<file path="src/rtl/core/assert_macros.svh">
// Assertion helpers shared by the RTL.
`ifndef ASSERT_MACROS_SVH
`define ASSERT_MACROS_SVH

// Same-cycle implication.
`define ASSERT_NOW(lbl, clk, rst, ante, cons, msg) \
   lbl: assert property (@(posedge clk) disable iff (rst) (ante) |-> (cons)) else $error(msg);

// Next-cycle implication.
`define ASSERT_NEXT(lbl, clk, rst, ante, cons, msg) \
   lbl: assert property (@(posedge clk) disable iff (rst) (ante) |=> (cons)) else $error(msg);

`endif

</file>
<file path="src/rtl/core/mtep_pkg.sv">
`default_nettype none
package mtep_pkg;

   localparam int PHW = 4;

   localparam logic [PHW-1:0] PH_TAG       = 4'd0;
   localparam logic [PHW-1:0] PH_LEN       = 4'd1;
   localparam logic [PHW-1:0] PH_DELTA     = 4'd2;
   localparam logic [PHW-1:0] PH_STATUS    = 4'd3;
   localparam logic [PHW-1:0] PH_DATA1     = 4'd4;
   localparam logic [PHW-1:0] PH_DATA2     = 4'd5;
   localparam logic [PHW-1:0] PH_META_TYPE = 4'd6;
   localparam logic [PHW-1:0] PH_META_LEN  = 4'd7;
   localparam logic [PHW-1:0] PH_META_BODY = 4'd8;
   localparam logic [PHW-1:0] PH_SYSEX_LEN = 4'd9;
   localparam logic [PHW-1:0] PH_SKIP      = 4'd10;
   localparam logic [PHW-1:0] PH_TAIL      = 4'd11;
   localparam logic [PHW-1:0] PH_HALT      = 4'd12;

   localparam logic [3:0] K_ON        = 4'd0;
   localparam logic [3:0] K_CLOSED    = 4'd1;
   localparam logic [3:0] K_UNMATCHED = 4'd2;
   localparam logic [3:0] K_TEMPO     = 4'd3;
   localparam logic [3:0] K_TIME      = 4'd4;
   localparam logic [3:0] K_KEY       = 4'd5;
   localparam logic [3:0] K_TEXT      = 4'd6;
   localparam logic [3:0] K_END       = 4'd7;
   localparam logic [3:0] K_ERROR     = 4'd8;
   localparam logic [3:0] K_UNKNOWN   = 4'd9;
   localparam logic [3:0] K_SEQ       = 4'd10;

   localparam logic [31:0] ERR_TAG     = 32'd1;
   localparam logic [31:0] ERR_LENGTH  = 32'd2;
   localparam logic [31:0] ERR_RUNNING = 32'd3;
   localparam logic [31:0] ERR_STATUS  = 32'd4;

   localparam logic [31:0] MTRK_TAG = 32'h4d54726b;

   localparam logic [7:0] META_SEQ   = 8'h00;
   localparam logic [7:0] META_END   = 8'h2f;
   localparam logic [7:0] META_TEMPO = 8'h51;
   localparam logic [7:0] META_SMPTE = 8'h54;
   localparam logic [7:0] META_TIME  = 8'h58;
   localparam logic [7:0] META_KEY   = 8'h59;
   localparam logic [7:0] META_SEQSP = 8'h7f;

   localparam logic [1:0] SEL_PRIM  = 2'd0;
   localparam logic [1:0] SEL_FLUSH = 2'd1;
   localparam logic [1:0] SEL_END   = 2'd2;

   typedef struct packed {
      logic       take;
      logic       decode;
      logic       load;
      logic       flush_next;
      logic [1:0] sel;
      logic       last;
   } dp_cmd_type;

   typedef struct packed {
      logic dec_prim;
      logic dec_flush;
      logic dec_end;
      logic flush_any;
      logic end_pend;
      logic fi_last;
   } dp_stat_type;

   // one data byte follows these statuses, two follow the rest
   function automatic logic one_data(input logic [7:0] st);
      return ((st >= 8'h60) && (st <= 8'h79)) || ((st >= 8'hc0) && (st <= 8'hdf));
   endfunction

endpackage
`default_nettype wire

</file>
<file path="src/rtl/core/midi_track_event_parser.sv">
// MIDI track chunk parser. Feed the chunk one byte per transfer, tag first;
// each byte yields zero or more result transfers, the final one of the byte
// marked by rsp_tlast (at most OPEN_NOTES+1 per byte, excess dropped).
// A byte is accepted, then decoded, in the parse controller; closing all open
// notes at track end or on an all-notes-off walks the note table one entry
// per cycle, and each result is loaded, while the result side keeps up.
// After an error every byte is swallowed until reset.
`default_nettype none
`include "assert_macros.svh"
module midi_track_event_parser #(
   parameter int OPEN_NOTES = 16
) (
   input  wire          clock,
   input  wire          reset,
   input  wire          req_tvalid,
   output logic         req_tready,
   input  wire  [7:0]   req_tdata,   // data_byte
   output logic         rsp_tvalid,
   input  wire          rsp_tready,
   // channel[3:0], pitch[10:4], velocity[17:11], event_tick[49:18],
   // start_tick[81:50], value[113:82], zero pad
   output logic [119:0] rsp_tdata,
   output logic [3:0]   rsp_tuser,   // event_kind
   output logic         rsp_tlast    // last
);
   import mtep_pkg::*;

   dp_cmd_type  cmd;
   dp_stat_type stat;

   logic [3:0]  event_kind, channel;
   logic [6:0]  pitch, velocity;
   logic [31:0] event_tick, start_tick, value;

   // byte sequencing and result handshake
   mtep_ctrl #(.OPEN_NOTES(OPEN_NOTES)) u_ctrl (
      .clock      (clock),
      .reset      (reset),
      .req_tvalid (req_tvalid),
      .req_tready (req_tready),
      .rsp_tvalid (rsp_tvalid),
      .rsp_tready (rsp_tready),
      .cmd        (cmd),
      .stat       (stat)
   );

   // parse state, note table and output register
   mtep_datapath #(.OPEN_NOTES(OPEN_NOTES)) u_dp (
      .clock      (clock),
      .reset      (reset),
      .data_byte  (req_tdata),
      .cmd        (cmd),
      .stat       (stat),
      .event_kind (event_kind),
      .channel    (channel),
      .pitch      (pitch),
      .velocity   (velocity),
      .event_tick (event_tick),
      .start_tick (start_tick),
      .value      (value),
      .last       (rsp_tlast)
   );

   assign rsp_tdata = {6'd0, value, start_tick, event_tick, velocity, pitch, channel};
   assign rsp_tuser = event_kind;

   // one byte in flight at a time
   `ASSERT_NEXT(a_one_byte, clock, reset, req_tvalid && req_tready, !req_tready, "byte overlap")
   // a result is never loaded over one still waiting
   `ASSERT_NOW(a_no_overwrite, clock, reset, cmd.load, !rsp_tvalid || rsp_tready, "result lost")

endmodule
`default_nettype wire

</file>
<file path="src/rtl/core/mtep_ctrl.sv">
`default_nettype none
module mtep_ctrl #(
   parameter int OPEN_NOTES = 16
) (
   input  wire                  clock,
   input  wire                  reset,
   input  wire                  req_tvalid,
   output logic                 req_tready,
   output logic                 rsp_tvalid,
   input  wire                  rsp_tready,
   output mtep_pkg::dp_cmd_type cmd,
   input  mtep_pkg::dp_stat_type stat
);
   import mtep_pkg::*;

   localparam int CW = $clog2(OPEN_NOTES + 2);

   localparam logic [2:0] S_IDLE  = 3'd0;
   localparam logic [2:0] S_DEC   = 3'd1;
   localparam logic [2:0] S_PRIM  = 3'd2;
   localparam logic [2:0] S_FLUSH = 3'd3;
   localparam logic [2:0] S_END   = 3'd4;

   logic [2:0]    state_ff, state_in;
   logic [CW-1:0] cnt_ff, cnt_in;
   logic          valid_ff, valid_in;
   logic          slot_free, capped, near;

   assign slot_free  = !valid_ff || rsp_tready;
   assign capped     = (cnt_ff == CW'(OPEN_NOTES + 1));
   assign near       = (cnt_ff == CW'(OPEN_NOTES));
   assign rsp_tvalid = valid_ff;

   always_comb begin
      state_in   = state_ff;
      cnt_in     = cnt_ff;
      req_tready = 1'b0;
      cmd        = '0;
      unique case (state_ff)
         S_IDLE: begin
            req_tready = 1'b1;
            if (req_tvalid) begin
               cmd.take = 1'b1;
               state_in = S_DEC;
            end
         end
         S_DEC: begin
            cmd.decode = 1'b1;
            cnt_in     = '0;
            if (stat.dec_prim)       state_in = S_PRIM;
            else if (stat.dec_flush) state_in = S_FLUSH;
            else if (stat.dec_end)   state_in = S_END;
            else                     state_in = S_IDLE;
         end
         S_PRIM: begin
            if (capped) begin
               state_in = S_IDLE;
            end else if (slot_free) begin
               cmd.load = 1'b1;
               cmd.sel  = SEL_PRIM;
               cmd.last = near || (!stat.flush_any && !stat.end_pend);
               cnt_in   = cnt_ff + 1'b1;
               if (stat.flush_any)     state_in = S_FLUSH;
               else if (stat.end_pend) state_in = S_END;
               else                    state_in = S_IDLE;
            end
         end
         S_FLUSH: begin
            if (capped) begin
               state_in = S_IDLE;
            end else if (slot_free) begin
               cmd.load       = 1'b1;
               cmd.flush_next = 1'b1;
               cmd.sel        = SEL_FLUSH;
               cmd.last       = near || (stat.fi_last && !stat.end_pend);
               cnt_in         = cnt_ff + 1'b1;
               if (stat.fi_last) state_in = stat.end_pend ? S_END : S_IDLE;
            end
         end
         S_END: begin
            if (capped) begin
               state_in = S_IDLE;
            end else if (slot_free) begin
               cmd.load = 1'b1;
               cmd.sel  = SEL_END;
               cmd.last = 1'b1;
               cnt_in   = cnt_ff + 1'b1;
               state_in = S_IDLE;
            end
         end
         default: state_in = S_IDLE;
      endcase
      valid_in = cmd.load ? 1'b1 : (rsp_tready ? 1'b0 : valid_ff);
   end

   always_ff @(posedge clock) begin
      if (reset) begin
         state_ff <= S_IDLE;
         cnt_ff   <= '0;
         valid_ff <= 1'b0;
      end else begin
         state_ff <= state_in;
         cnt_ff   <= cnt_in;
         valid_ff <= valid_in;
      end
   end

endmodule
`default_nettype wire

</file>
<file path="src/rtl/core/mtep_datapath.sv">
`default_nettype none
module mtep_datapath #(
   parameter int OPEN_NOTES = 16
) (
   input  wire                   clock,
   input  wire                   reset,
   input  wire  [7:0]            data_byte,
   input  mtep_pkg::dp_cmd_type  cmd,
   output mtep_pkg::dp_stat_type stat,
   output logic [3:0]            event_kind,
   output logic [3:0]            channel,
   output logic [6:0]            pitch,
   output logic [6:0]            velocity,
   output logic [31:0]           event_tick,
   output logic [31:0]           start_tick,
   output logic [31:0]           value,
   output logic                  last
);
   import mtep_pkg::*;

   localparam int IW = (OPEN_NOTES > 1) ? $clog2(OPEN_NOTES) : 1;
   localparam int FW = $clog2(OPEN_NOTES + 1);

   // parse state
   logic [7:0]     byte_ff;
   logic [PHW-1:0] phase_ff, phase_in;
   logic [31:0]    bc_ff, bc_in, cl_ff, cl_in, tick_ff, tick_in;
   logic [31:0]    la_ff, la_in, skip_ff, skip_in, fg_ff, fg_in;
   logic [7:0]     rs_ff, rs_in, es_ff, es_in;
   logic [FW-1:0]  fill_ff, fill_in;

   // note table, entries below fill_ff are live
   logic [10:0]    key_ff   [OPEN_NOTES];
   logic [31:0]    start_ff [OPEN_NOTES];

   // results of one decode
   logic           prim_in, end_ff, end_in;
   logic [3:0]     pkind_ff, pkind_in;
   logic [3:0]     pch_ff, pch_in;
   logic [6:0]     ppitch_ff, ppitch_in, pvel_ff, pvel_in;
   logic [31:0]    pstart_ff, pstart_in, pval_ff, pval_in;
   logic [31:0]    etick_ff, etick_in;
   logic [FW-1:0]  fcnt_ff, fcnt_in;
   logic [IW-1:0]  fi_ff;

   // table operations
   logic           wr_en, del_en;
   logic [IW-1:0]  del_idx;

   always_comb begin
      logic [PHW-1:0] ph;
      logic [31:0]    bc, cl, tk, la, sk, fg, len, shown;
      logic [7:0]     rs, es, b;
      logic [FW-1:0]  fill;
      logic           c_go, fl7, evd, eot, mtail, found;
      logic [7:0]     c_st, c_d1, c_d2;
      logic [10:0]    key;
      ph = phase_ff; bc = bc_ff; cl = cl_ff; tk = tick_ff; la = la_ff;
      sk = skip_ff; fg = fg_ff; rs = rs_ff; es = es_ff; fill = fill_ff;
      b = byte_ff;
      c_go = 1'b0; fl7 = 1'b0; evd = 1'b0; eot = 1'b0; mtail = 1'b0; found = 1'b0;
      c_st = '0; c_d1 = '0; c_d2 = '0; len = '0; key = '0;
      prim_in = 1'b0; end_in = 1'b0; pkind_in = K_ON; pch_in = '0; ppitch_in = '0;
      pvel_in = '0; pstart_in = '0; pval_in = '0; fcnt_in = '0;
      wr_en = 1'b0; del_en = 1'b0; del_idx = '0;
      shown = '0;

      if ((ph >= PH_DELTA) && (ph <= PH_TAIL)) bc = bc + 32'd1;

      case (ph)
         PH_TAG: begin
            fg = {fg[23:0], b};
            sk = sk + 32'd1;
            if (sk >= 32'd4) begin
               sk = '0;
               if (fg != MTRK_TAG) begin
                  prim_in = 1'b1; pkind_in = K_ERROR; pval_in = ERR_TAG; ph = PH_HALT;
               end else begin
                  fg = '0; ph = PH_LEN;
               end
            end
         end
         PH_LEN: begin
            fg = {fg[23:0], b};
            sk = sk + 32'd1;
            if (sk >= 32'd4) begin
               sk = '0;
               if (fg[31]) begin
                  prim_in = 1'b1; pkind_in = K_ERROR; pval_in = ERR_LENGTH; ph = PH_HALT;
               end else begin
                  cl = fg; bc = '0; fg = '0;
                  if (cl == '0) begin
                     eot = 1'b1; ph = PH_TAG;
                  end else begin
                     la = '0; ph = PH_DELTA;
                  end
               end
            end
         end
         PH_DELTA: begin
            la = {la[24:0], b[6:0]};
            if (!b[7]) begin
               tk = tk + la; la = '0; ph = PH_STATUS;
            end
         end
         PH_STATUS: begin
            if (b <= 8'h5f) begin
               if (rs < 8'h80) begin
                  prim_in = 1'b1; pkind_in = K_ERROR; pval_in = ERR_RUNNING; ph = PH_HALT;
               end else begin
                  es = rs;
                  if (one_data(rs)) begin
                     c_go = 1'b1; c_st = rs; c_d1 = b;
                  end else begin
                     fg = {24'd0, b}; ph = PH_DATA2;
                  end
               end
            end else if (b < 8'hf0) begin
               if (b >= 8'h80) rs = b;
               es = b; ph = PH_DATA1;
            end else if ((b == 8'hf0) || (b == 8'hf7)) begin
               la = '0; ph = PH_SYSEX_LEN;
            end else if (b == 8'hff) begin
               ph = PH_META_TYPE;
            end else begin
               prim_in = 1'b1; pkind_in = K_ERROR; pval_in = ERR_STATUS; ph = PH_HALT;
            end
         end
         PH_DATA1: begin
            if (one_data(es)) begin
               c_go = 1'b1; c_st = es; c_d1 = b;
            end else begin
               fg = {24'd0, b}; ph = PH_DATA2;
            end
         end
         PH_DATA2: begin
            c_go = 1'b1; c_st = es; c_d1 = fg[7:0]; c_d2 = b;
         end
         PH_META_TYPE: begin
            es = b; la = '0; ph = PH_META_LEN;
         end
         PH_META_LEN, PH_SYSEX_LEN: begin
            la = {la[24:0], b[6:0]};
            if (!b[7]) begin
               len = la; la = '0;
               shown = {es, (len > 32'h00ffffff) ? 24'hffffff : len[23:0]};
               if (ph == PH_SYSEX_LEN) begin
                  if (len == '0) evd = 1'b1;
                  else begin sk = len; ph = PH_SKIP; end
               end else if ((es == META_END) && (len == '0)) begin
                  eot = 1'b1; mtail = 1'b1;
               end else if (((es == META_SEQ) && (len == 32'd2)) ||
                            ((es == META_TEMPO) && (len == 32'd3)) ||
                            ((es == META_TIME) && (len == 32'd4)) ||
                            ((es == META_KEY) && (len == 32'd2))) begin
                  fg = '0; sk = len; ph = PH_META_BODY;
               end else begin
                  if ((es == META_SMPTE) && (len == 32'd5)) begin
                     prim_in = 1'b0;
                  end else if (((es >= 8'h01) && (es <= 8'h07)) || (es == META_SEQSP)) begin
                     prim_in = 1'b1; pkind_in = K_TEXT; pval_in = shown;
                  end else begin
                     prim_in = 1'b1; pkind_in = K_UNKNOWN; pval_in = shown;
                  end
                  if (len == '0) evd = 1'b1;
                  else begin sk = len; ph = PH_SKIP; end
               end
            end
         end
         PH_META_BODY: begin
            fg = {fg[23:0], b};
            if (sk <= 32'd1) begin
               sk = '0; prim_in = 1'b1; evd = 1'b1;
               if (es == META_SEQ) begin
                  pkind_in = K_SEQ; pval_in = {16'd0, fg[15:0]};
               end else if (es == META_TEMPO) begin
                  pkind_in = K_TEMPO; pval_in = {8'd0, fg[23:0]};
               end else if (es == META_TIME) begin
                  pkind_in = K_TIME; pval_in = fg;
               end else begin
                  pkind_in = K_KEY; pval_in = {16'd0, fg[15:0]};
               end
            end else begin
               sk = sk - 32'd1;
            end
         end
         PH_SKIP: begin
            if (sk <= 32'd1) begin
               sk = '0; evd = 1'b1;
            end else begin
               sk = sk - 32'd1;
            end
         end
         PH_TAIL: begin
            if (sk <= 32'd1) begin
               sk = '0; ph = PH_TAG;
            end else begin
               sk = sk - 32'd1;
            end
         end
         default: ph = PH_HALT;
      endcase

      // channel event
      if (c_go) begin
         evd = 1'b1;
         key = {c_st[3:0], c_d1[6:0]};
         pch_in = c_st[3:0]; ppitch_in = c_d1[6:0];
         if ((c_st >= 8'h7a) && (c_st <= 8'h7f)) begin
            fl7 = 1'b1;
         end else if ((c_st[7:4] == 4'h9) && (c_d2[6:0] != 7'd0)) begin
            prim_in = 1'b1; pkind_in = K_ON; pvel_in = c_d2[6:0]; pstart_in = tk;
            if (fill < FW'(OPEN_NOTES)) begin
               wr_en = 1'b1; fill = fill + 1'b1;
            end else begin
               pval_in = 32'd1;
            end
         end else if ((c_st[7:4] == 4'h8) || (c_st[7:4] == 4'h9)) begin
            prim_in = 1'b1;
            for (int i = OPEN_NOTES - 1; i >= 0; i--) begin
               if ((FW'(i) < fill_ff) && (key_ff[i] == key)) begin
                  found = 1'b1; del_idx = IW'(i);
               end
            end
            if (found) begin
               pkind_in = K_CLOSED; pstart_in = start_ff[del_idx];
               del_en = 1'b1; fill = fill - 1'b1;
            end else begin
               pkind_in = K_UNMATCHED;
            end
         end
      end

      if (fl7) begin
         fcnt_in = fill; fill = '0;
      end
      if (evd) begin
         if (bc >= cl) begin
            eot = 1'b1; ph = PH_TAG;
         end else begin
            la = '0; ph = PH_DELTA;
         end
      end
      etick_in = tk;
      if (eot) begin
         if (fill != '0) fcnt_in = fill;
         fill = '0; end_in = 1'b1;
         tk = '0; rs = '0; la = '0; fg = '0; sk = '0;
      end
      if (mtail) begin
         if (bc < cl) begin
            sk = cl - bc; ph = PH_TAIL;
         end else begin
            ph = PH_TAG;
         end
      end

      phase_in = ph; bc_in = bc; cl_in = cl; tick_in = tk; la_in = la;
      skip_in = sk; fg_in = fg; rs_in = rs; es_in = es; fill_in = fill;
   end

   assign stat.dec_prim  = prim_in;
   assign stat.dec_flush = (fcnt_in != '0);
   assign stat.dec_end   = end_in;
   assign stat.flush_any = (fcnt_ff != '0);
   assign stat.end_pend  = end_ff;
   assign stat.fi_last   = ((FW'(fi_ff) + FW'(1)) == fcnt_ff);

   always_ff @(posedge clock) begin
      if (reset) begin
         phase_ff <= PH_TAG;
         bc_ff    <= '0;
         cl_ff    <= '0;
         tick_ff  <= '0;
         la_ff    <= '0;
         skip_ff  <= '0;
         fg_ff    <= '0;
         rs_ff    <= '0;
         es_ff    <= '0;
         fill_ff  <= '0;
         end_ff   <= 1'b0;
         fcnt_ff  <= '0;
         fi_ff    <= '0;
      end else begin
         if (cmd.decode) begin
            phase_ff <= phase_in;
            bc_ff    <= bc_in;
            cl_ff    <= cl_in;
            tick_ff  <= tick_in;
            la_ff    <= la_in;
            skip_ff  <= skip_in;
            fg_ff    <= fg_in;
            rs_ff    <= rs_in;
            es_ff    <= es_in;
            fill_ff  <= fill_in;
            end_ff   <= end_in;
            fcnt_ff  <= fcnt_in;
            fi_ff    <= '0;
         end else if (cmd.flush_next) begin
            fi_ff <= fi_ff + 1'b1;
         end
      end
   end

   always_ff @(posedge clock) begin
      if (cmd.take) byte_ff <= data_byte;
      if (cmd.decode) begin
         pkind_ff  <= pkind_in;
         pch_ff    <= pch_in;
         ppitch_ff <= ppitch_in;
         pvel_ff   <= pvel_in;
         pstart_ff <= pstart_in;
         pval_ff   <= pval_in;
         etick_ff  <= etick_in;
         // start tick is the tick of this event, before any track-end clear
         if (wr_en) begin
            key_ff[fill_ff[IW-1:0]]   <= {pch_in, ppitch_in};
            start_ff[fill_ff[IW-1:0]] <= etick_in;
         end
         if (del_en) begin
            for (int j = 0; j < OPEN_NOTES - 1; j++) begin
               if (IW'(j) >= del_idx) begin
                  key_ff[j]   <= key_ff[j+1];
                  start_ff[j] <= start_ff[j+1];
               end
            end
         end
      end
   end

   // output register
   always_ff @(posedge clock) begin
      if (cmd.load) begin
         event_tick <= etick_ff;
         last       <= cmd.last;
         case (cmd.sel)
            SEL_PRIM: begin
               event_kind <= pkind_ff;
               channel    <= pch_ff;
               pitch      <= ppitch_ff;
               velocity   <= pvel_ff;
               start_tick <= pstart_ff;
               value      <= pval_ff;
            end
            SEL_FLUSH: begin
               event_kind <= K_CLOSED;
               channel    <= key_ff[fi_ff][10:7];
               pitch      <= key_ff[fi_ff][6:0];
               velocity   <= '0;
               start_tick <= start_ff[fi_ff];
               value      <= '0;
            end
            default: begin
               event_kind <= K_END;
               channel    <= '0;
               pitch      <= '0;
               velocity   <= '0;
               start_tick <= '0;
               value      <= '0;
            end
         endcase
      end
   end

endmodule
`default_nettype wire
</file>
<file path="config.mk">
export PLATFORM = sky130hd
export DESIGN_NAME = midi_track_event_parser
export DESIGN_NICKNAME = d
export VERILOG_FILES = /design/src/rtl/core/mtep_pkg.sv /design/src/rtl/core/midi_track_event_parser.sv /design/src/rtl/core/mtep_ctrl.sv /design/src/rtl/core/mtep_datapath.sv
export VERILOG_INCLUDE_DIRS = /design/src /design/src/rtl/core
export SDC_FILE = /design/constraint.sdc
export NUM_CORES = 2
export LEC_CHECK = 0
export BUFFER_PORTS_ARGS = -buffer_cell sky130_fd_sc_hd__clkbuf_2
export CAP_MARGIN = 20
export CORE_ASPECT_RATIO = 0.6
export CORE_MARGIN = 1.5
export CORE_UTILIZATION = 55
export DETAILED_ROUTE_END_ITERATION = 7
export PLACE_DENSITY = 0.82
export SLEW_MARGIN = 20
export SYNTH_ARGS = -nofsm -noshare
export SYNTH_HDL_FRONTEND = slang
export SYNTH_SLANG_ARGS = --single-unit
</file>
<file path="constraint.sdc">
create_clock -name clock -period 14.4 [get_ports clock]
set_clock_uncertainty 0.2 [all_clocks]
set_input_delay 1.44 -clock clock [delete_from_list [all_inputs] [get_ports clock]]
set_output_delay 1.44 -clock clock [all_outputs]
set_load 0.005 [all_outputs]
</file>
Word-level counts from Yosys, hierarchy flattened
Memories as Yosys holds them, arrays and structs flattened. A register that Yosys moved wholly into a read port is not among the register bits.
Index checks and enable logic that the tools add are counted.

storage, ports and cells
  register bits after elaboration = 473
  RAM bits = 688
  input bits = 12
  output and inout port bits = 127
  word-level logic and storage cells = 625
  memories kept = 2

operators by class
  $add $sub $neg = 10
  $lt $le $gt $ge = 55
  eq/ne operators = 78
  muxes and demuxes = 364
  bitwise logic cells = 2
  reduce and logical (&&, ||, !) cells = 82

memories
  memory         depth  bits a word  read ports  clocked after memory_dff  wr ports  RTL line             text
  u_dp.start_ff  16     32           17          1                         15        mtep_datapath.sv:34  logic [31:0] start_ff [OPEN_NOTES];
  u_dp.key_ff    16     11           17          1                         15        mtep_datapath.sv:33  logic [10:0] key_ff [OPEN_NOTES];

operator list
  kind                                                                     count
  32-bit two-way mux                                                       52
  24-bit two-way mux                                                       14
  4-bit two-way mux                                                        74
  11-bit equality test                                                     16
  32-bit case mux with 5 select lines                                      1
  1-bit two-way mux                                                        147
  24-bit case mux with 6 select lines                                      1
  32-bit case mux with 4 select lines                                      1
  8-bit two-way mux                                                        12
  32-bit case mux with 3 select lines                                      1
  5-bit two-way mux                                                        15
  32-bit by 1-bit adder with 32-bit output (second input constant)         2
  32-bit by 2-bit equality test with 1-bit output (second input constant)  2
  32-bit by 3-bit equality test with 1-bit output (second input constant)  2
  32-bit logical NOT                                                       2
  32-bit case mux with 2 select lines                                      1
  3-bit two-way mux                                                        17
  7-bit two-way mux                                                        6
  8-bit by 7-bit equality test with 1-bit output (second input constant)   5
  4-bit by 5-bit < comparator with 1-bit output (first input constant)     8
  4-bit case mux with 9 select lines                                       1
  32-bit adder                                                             1
  32-bit by 3-bit >= comparator with 1-bit output (second input constant)  1
  32-bit >= comparator                                                     1
  80 further kinds                                                         208

Longest topological paths before layout
  depth after elaboration = 42
  depth in mapped cells = 30
  depth with buffers taken out = 27

By module
Synthesis repeated with hierarchy kept, for this count alone.

unflattened totals
  cell total of the unflattened synthesis = 5,924
  area, all modules = 66,224.8 um2

modules (own cells, without submodules)
  module                   times used  cells each  area an instance (um2)  seq. area each (um2)
  mtep_datapath            1           5,839       65,484.1                32,341.0
  mtep_ctrl                1           78          691.9                   180.2
  midi_track_event_parser  1           7           48.8                    0.0

Worst setup path before layout
No wires, ideal clock.

  kind = reg2reg
  start = register u_dp.byte_ff[5]
  end = memory u_dp.key_ff[5][0], enable pin
  library setup time = 503 ps
  arrival = 6,849 ps
  setup slack = 6,848 ps
  cell stages (with the launch flop) = 16
  path through = edfxtp_1 > a21oi_2 > nand2_1 > buf_2 > nor3_2 > nor2_1 > buf_4 > xnor2_1 > a2111o_1 > a2111oi_1 > o211ai_1 > o211a_1 > o21ai_2 > clkbuf_1 > nor2_1 > o21ai_0

RTL lines
  item                      RTL line              text
  start: declaration        mtep_datapath.sv:25   logic [7:0] byte_ff;
  start signal: assignment  mtep_datapath.sv:306  if (cmd.take) byte_ff <= data_byte;
  end: declaration          mtep_datapath.sv:33

Final worst setup path
  start = register u_dp.skip_ff[1]
  end = register u_dp.la_ff[14]

on the way
  cells in the longest elaborated chain, start to end = 8
  elaborated cells between the ends (all ways) = 20

ends and longest elaborated chain
  item                                                     RTL line              text
  start: declaration                                       mtep_datapath.sv:28   logic [31:0] la_ff, la_in, skip_ff, skip_in, fg_ff, fg_in;
  start signal: assignment                                 mtep_datapath.sv:291  skip_ff <= skip_in;
  32-bit by 1-bit adder with 32-bit output                 mtep_datapath.sv:85   sk = sk + 32'd1;
  32-bit by 3-bit >= comparator with 1-bit output          mtep_datapath.sv:86   if (sk >= 32'd4) begin
  32-bit two-way mux                                       mtep_datapath.sv:86
  32-bit two-way mux                                       mtep_datapath.sv:70   case (ph)
  32-bit >= comparator                                     mtep_datapath.sv:238  if (bc >= cl) begin
  32-bit two-way mux or 1-bit two-way mux (tied branches)  mtep_datapath.sv:238
  32-bit two-way mux or 1-bit two-way mux (tied branches)  mtep_datapath.sv:237  if (evd) begin
  32-bit two-way mux *                                     mtep_datapath.sv:245  if (eot) begin
  end signal: assignment                                   mtep_datapath.sv:290  la_ff <= la_in;
  end: declaration                                         mtep_datapath.sv:28

Mark *: on every way between the ends. The rest lies on a longest branch, timed or not.
A chain may end at the register's enable or synchronous reset.

==> summary.txt <==
Floorplan
  – Floorplan row count: 99
  – Core ar.: 122,000 µm²
  – Die span in x: about 460 µm
  – Initial Util: 55.6%
  – Die height: 275 µm
  – DIE AREA: 125,000 µm²
  – Ports: 139

Global routing
  – First-pass GRT wire length: 384,000 µm
  – Tot GR Track Use: 41.7%
  – Antenna violations before repair: 10
  – Vias in the first global route: 55,500
  – Largest net degree at the start of global routing: 114
  – GRT Residual Overflow: 0

Placed design
  – Post-DP HPWL: 178,000 µm
  – Placed cell count: 8,055
  – Placed Area: between 60,000 and 70,000 µm²
  – GP Congestion: 1.11
  – PortBufs: roughly 130

Yosys
  – Ys async rst share: 0%
  – Mean Syn Cell Area: 10.2 µm²
  – EDFF count, synth: between 900 and 1,000
  – Seq/Total Area, Yosys: between 40% and 50%
  – Synth Instances: 6,649
  – Cell area after synthesis: 67,700 µm²
  – Main synth FF type: edfxtp_1
  – Yosys Warn Count: 0
  – #FFs+latches synth: 1,158
  – Distinct cells, synth: 110

Drt
  – Pre-antenna DRT Iters: 8
  – Remaining antenna violation count after routing: 0
  – Vias post-DR: 61,200
  – Routed wire per std cell: about 32 µm
  – Via density: 7.40
  – WL final: 269,000 µm
  – DRC: 2
  – Initial DRC Count: about 12,000

Clock tree
  – H-Tree Depth: 3
  – Worst-path clk slew: about 0.070 ns
  – CTS tree: done
  – Post-CTS Setup Bufs: 0
  – Root buffer cell: clkbuf_16
  – Hold_buf cts: 0
  – Sink Count: approximately 1,200
  – Skew-Pair Late Insertion Delay: 0.79 ns
  – TritonCTS Buffers: 109
  – Clk buf depth: 3
  – Post-cts gate resize count: 0

Layout
  – Final instance area: approximately 74,000 µm²
  – Nets: 6,641
  – Area grow syn2layout: 9.10%
  – Final std cells w/o fill: 8,267
  – Post-layout util: 60.6%
  – Fraction of layout cells with a size suffix above 1: 13.7%

Critical path
  – CP max stage delay: ~0.8 ns
  – Worst Setup Path Type: reg2reg
  – Critical Path End Type: register
  – Worst setup SP type: register
  – Slowest-stage cell, CP: and3_1
  – CP arrival: about 9.8 ns
  – Req. time, crit path: ~15 ns
  – Critical path peak fanout: 33
  – Cell mode on critical path: o21ai_0

Timing
  – Setup TNS: 0 ns
  – Fmax achieved: about 110 MHz
  – Tightest Pin Transition: 1.24 ns
  – Final period util: 64.5%
  – Slew Limit Fails: 0
  – Final setup vio count: 0
  – Final Hold Fails: 0
  – Max_slew headroom: approximately 17%
  – Min cycle time layout: 9.29 ns
  – Worst hold slack: 0.220 ns
  – RSZ-0062 raised after global routing: no

Status
  – Violated checks: design-rule violations
  – Status: finished with violations

Power and ir drop
  – P_leak: approximately 24 nW
  – Max VDD drop: 0.000127 V
  – Pwr/cell area: 134 nW/µm²

Min path
  – Hold Path Class: reg2reg

Flow run
  – Max-cap viol count: 0
## registers in the layout (all words and copies together), names as in the netlist, 7 cells and up, named ones only
register,cells
u_dp.tick_ff,32
u_dp.fg_ff,24
u_dp.velocity,7
u_dp.pstart_ff,32
u_dp.pvel_ff,7
u_dp.event_tick,32
u_dp.pval_ff,32
u_dp.bc_ff,32
u_dp.rs_ff,8
u_dp.cl_ff,32
u_dp.es_ff,8
u_dp.byte_ff,8
u_dp.la_ff,25
u_dp.value,32
u_dp.pitch,7
u_dp.skip_ff,32
u_dp.etick_ff,32
u_dp.key_ff,176
u_dp.start_tick,32
u_dp.start_ff,512
u_dp.ppitch_ff,7
## logic make-up after synthesis
family	after synthesis	share of synthesized area, %
adders and majority gates	78	1.46
and+or+nand+nor	2112	14.2
DFF	1158	48.0
AOI/OAI and AO/OA	1888	17.2
buffers and inverters	678	4.23
other	1	0.00554
muxes	550	12.5
xor gates and xnor gates	184	2.38
## worst paths after layout
path	from	end	slack, ns	cells after the start
worst max register to register	u_dp.skip_ff[1]$_SDFFE_PP0P_	u_dp.la_ff[14]$_SDFFE_PP0P_	5.11	28
worst min-delay path	u_dp.etick_ff[11]$_DFFE_PP_	u_dp.event_tick[11]$_DFFE_PP_	0.22	0
worst min register to register	u_dp.etick_ff[11]$_DFFE_PP_	u_dp.event_tick[11]$_DFFE_PP_	0.22	0
worst max-delay path	u_dp.skip_ff[1]$_SDFFE_PP0P_	u_dp.la_ff[14]$_SDFFE_PP0P_	5.11	28
## worst max-delay path: cells and delay by family, from the launching register on
kind                     cells  cell delay (ns)
adder cells (fa/ha/maj)      3             1.03
AO/OA/AOI/OAI               11             3.03
AND/OR/NAND/NOR             10             3.39
flip-flops                   1             0.60
XOR/XNOR                     1             0.16
multiplexers                 1             0.18
buffers and inverters        2             0.53
## stage by stage
stage / power [mW] / worst slack [ns]
2_1_floorplan: 5.62 / 6.85
3_3_place_gp: 6.62 / 5.17
3_5_place_dp: 6.63 / 5.01
4_1_cts: 9.73 / 4.87
5_1_grt: 10.1 / 4.55
6_report: 9.90 / 5.11
## per-layer routing
layer / vias to the layer above / wire [µm] / GRT usage (%)
met5: - / 132 / 0.293
met4: 12 / 12100 / 15.0
met3: 1121 / 54400 / 20.9
met2: 6176 / 103000 / 54.7
li1: 24800 / - / -
met1: 29100 / 99300 / 58.6
## area by class of cell
type                    instances  area [µm²]
diodes                          6        15.0
clock buffers                 129        2900
clock inverters                76         935
fillers                      9691       48000
inverters                     137         527
multi-input cells            4818       32800
flip-flops and latches       1158       32500
well taps                    1616        2020
repair buffers                327        2180
## report_power, final
part           switching, mW  total [mW]  internal, mW
clock network           1.42        3.16          1.74
logic                   1.89        2.65         0.762
registers              0.160        4.08          3.92
## cell usage in the layout, fill, tap and decap left out, drive strengths merged, types with 46 or more instances in the layout
cell / count
a21oi: 713
a22o: 84
a22oi: 103
and2: 71
buf: 195
clkbuf: 261
clkinv: 56
dfxtp: 225
edfxtp: 933
ha: 76
inv: 139
mux2i: 274
mux4: 232
nand2: 650
nand2b: 46
nand3: 135
nand4: 57
nor2: 759
nor3: 108
nor4: 63
o211ai: 92
o21ai: 470
o22ai: 55
xnor2: 128
xor2: 56
## synth_stat cells (all sizes together) (33+ instances only)
master	count	area [µm²]
nor2b	33	206
a22o	84	736
a21oi	713	3600
xnor2	128	1120
and3	41	257
nor4	63	394
a22oi	103	773
mux4	232	5230
nand2	650	2440
a21o	44	330
clkbuf	356	1340
and2	71	444
buf	185	1010
nand4	57	357
nor3	108	546
inv	134	503
o22ai	55	364
a211oi	37	278
mux2	44	499
ha	76	951
mux2i	274	2740
nor2	759	2850
o211ai	92	696
edfxtp	933	28000
nand2b	46	288
dfxtp	225	4500
a31oi	37	238
xor2	56	490
nand3	135	676
o21ai	470	2370
(Power assumes the default switching activity.)
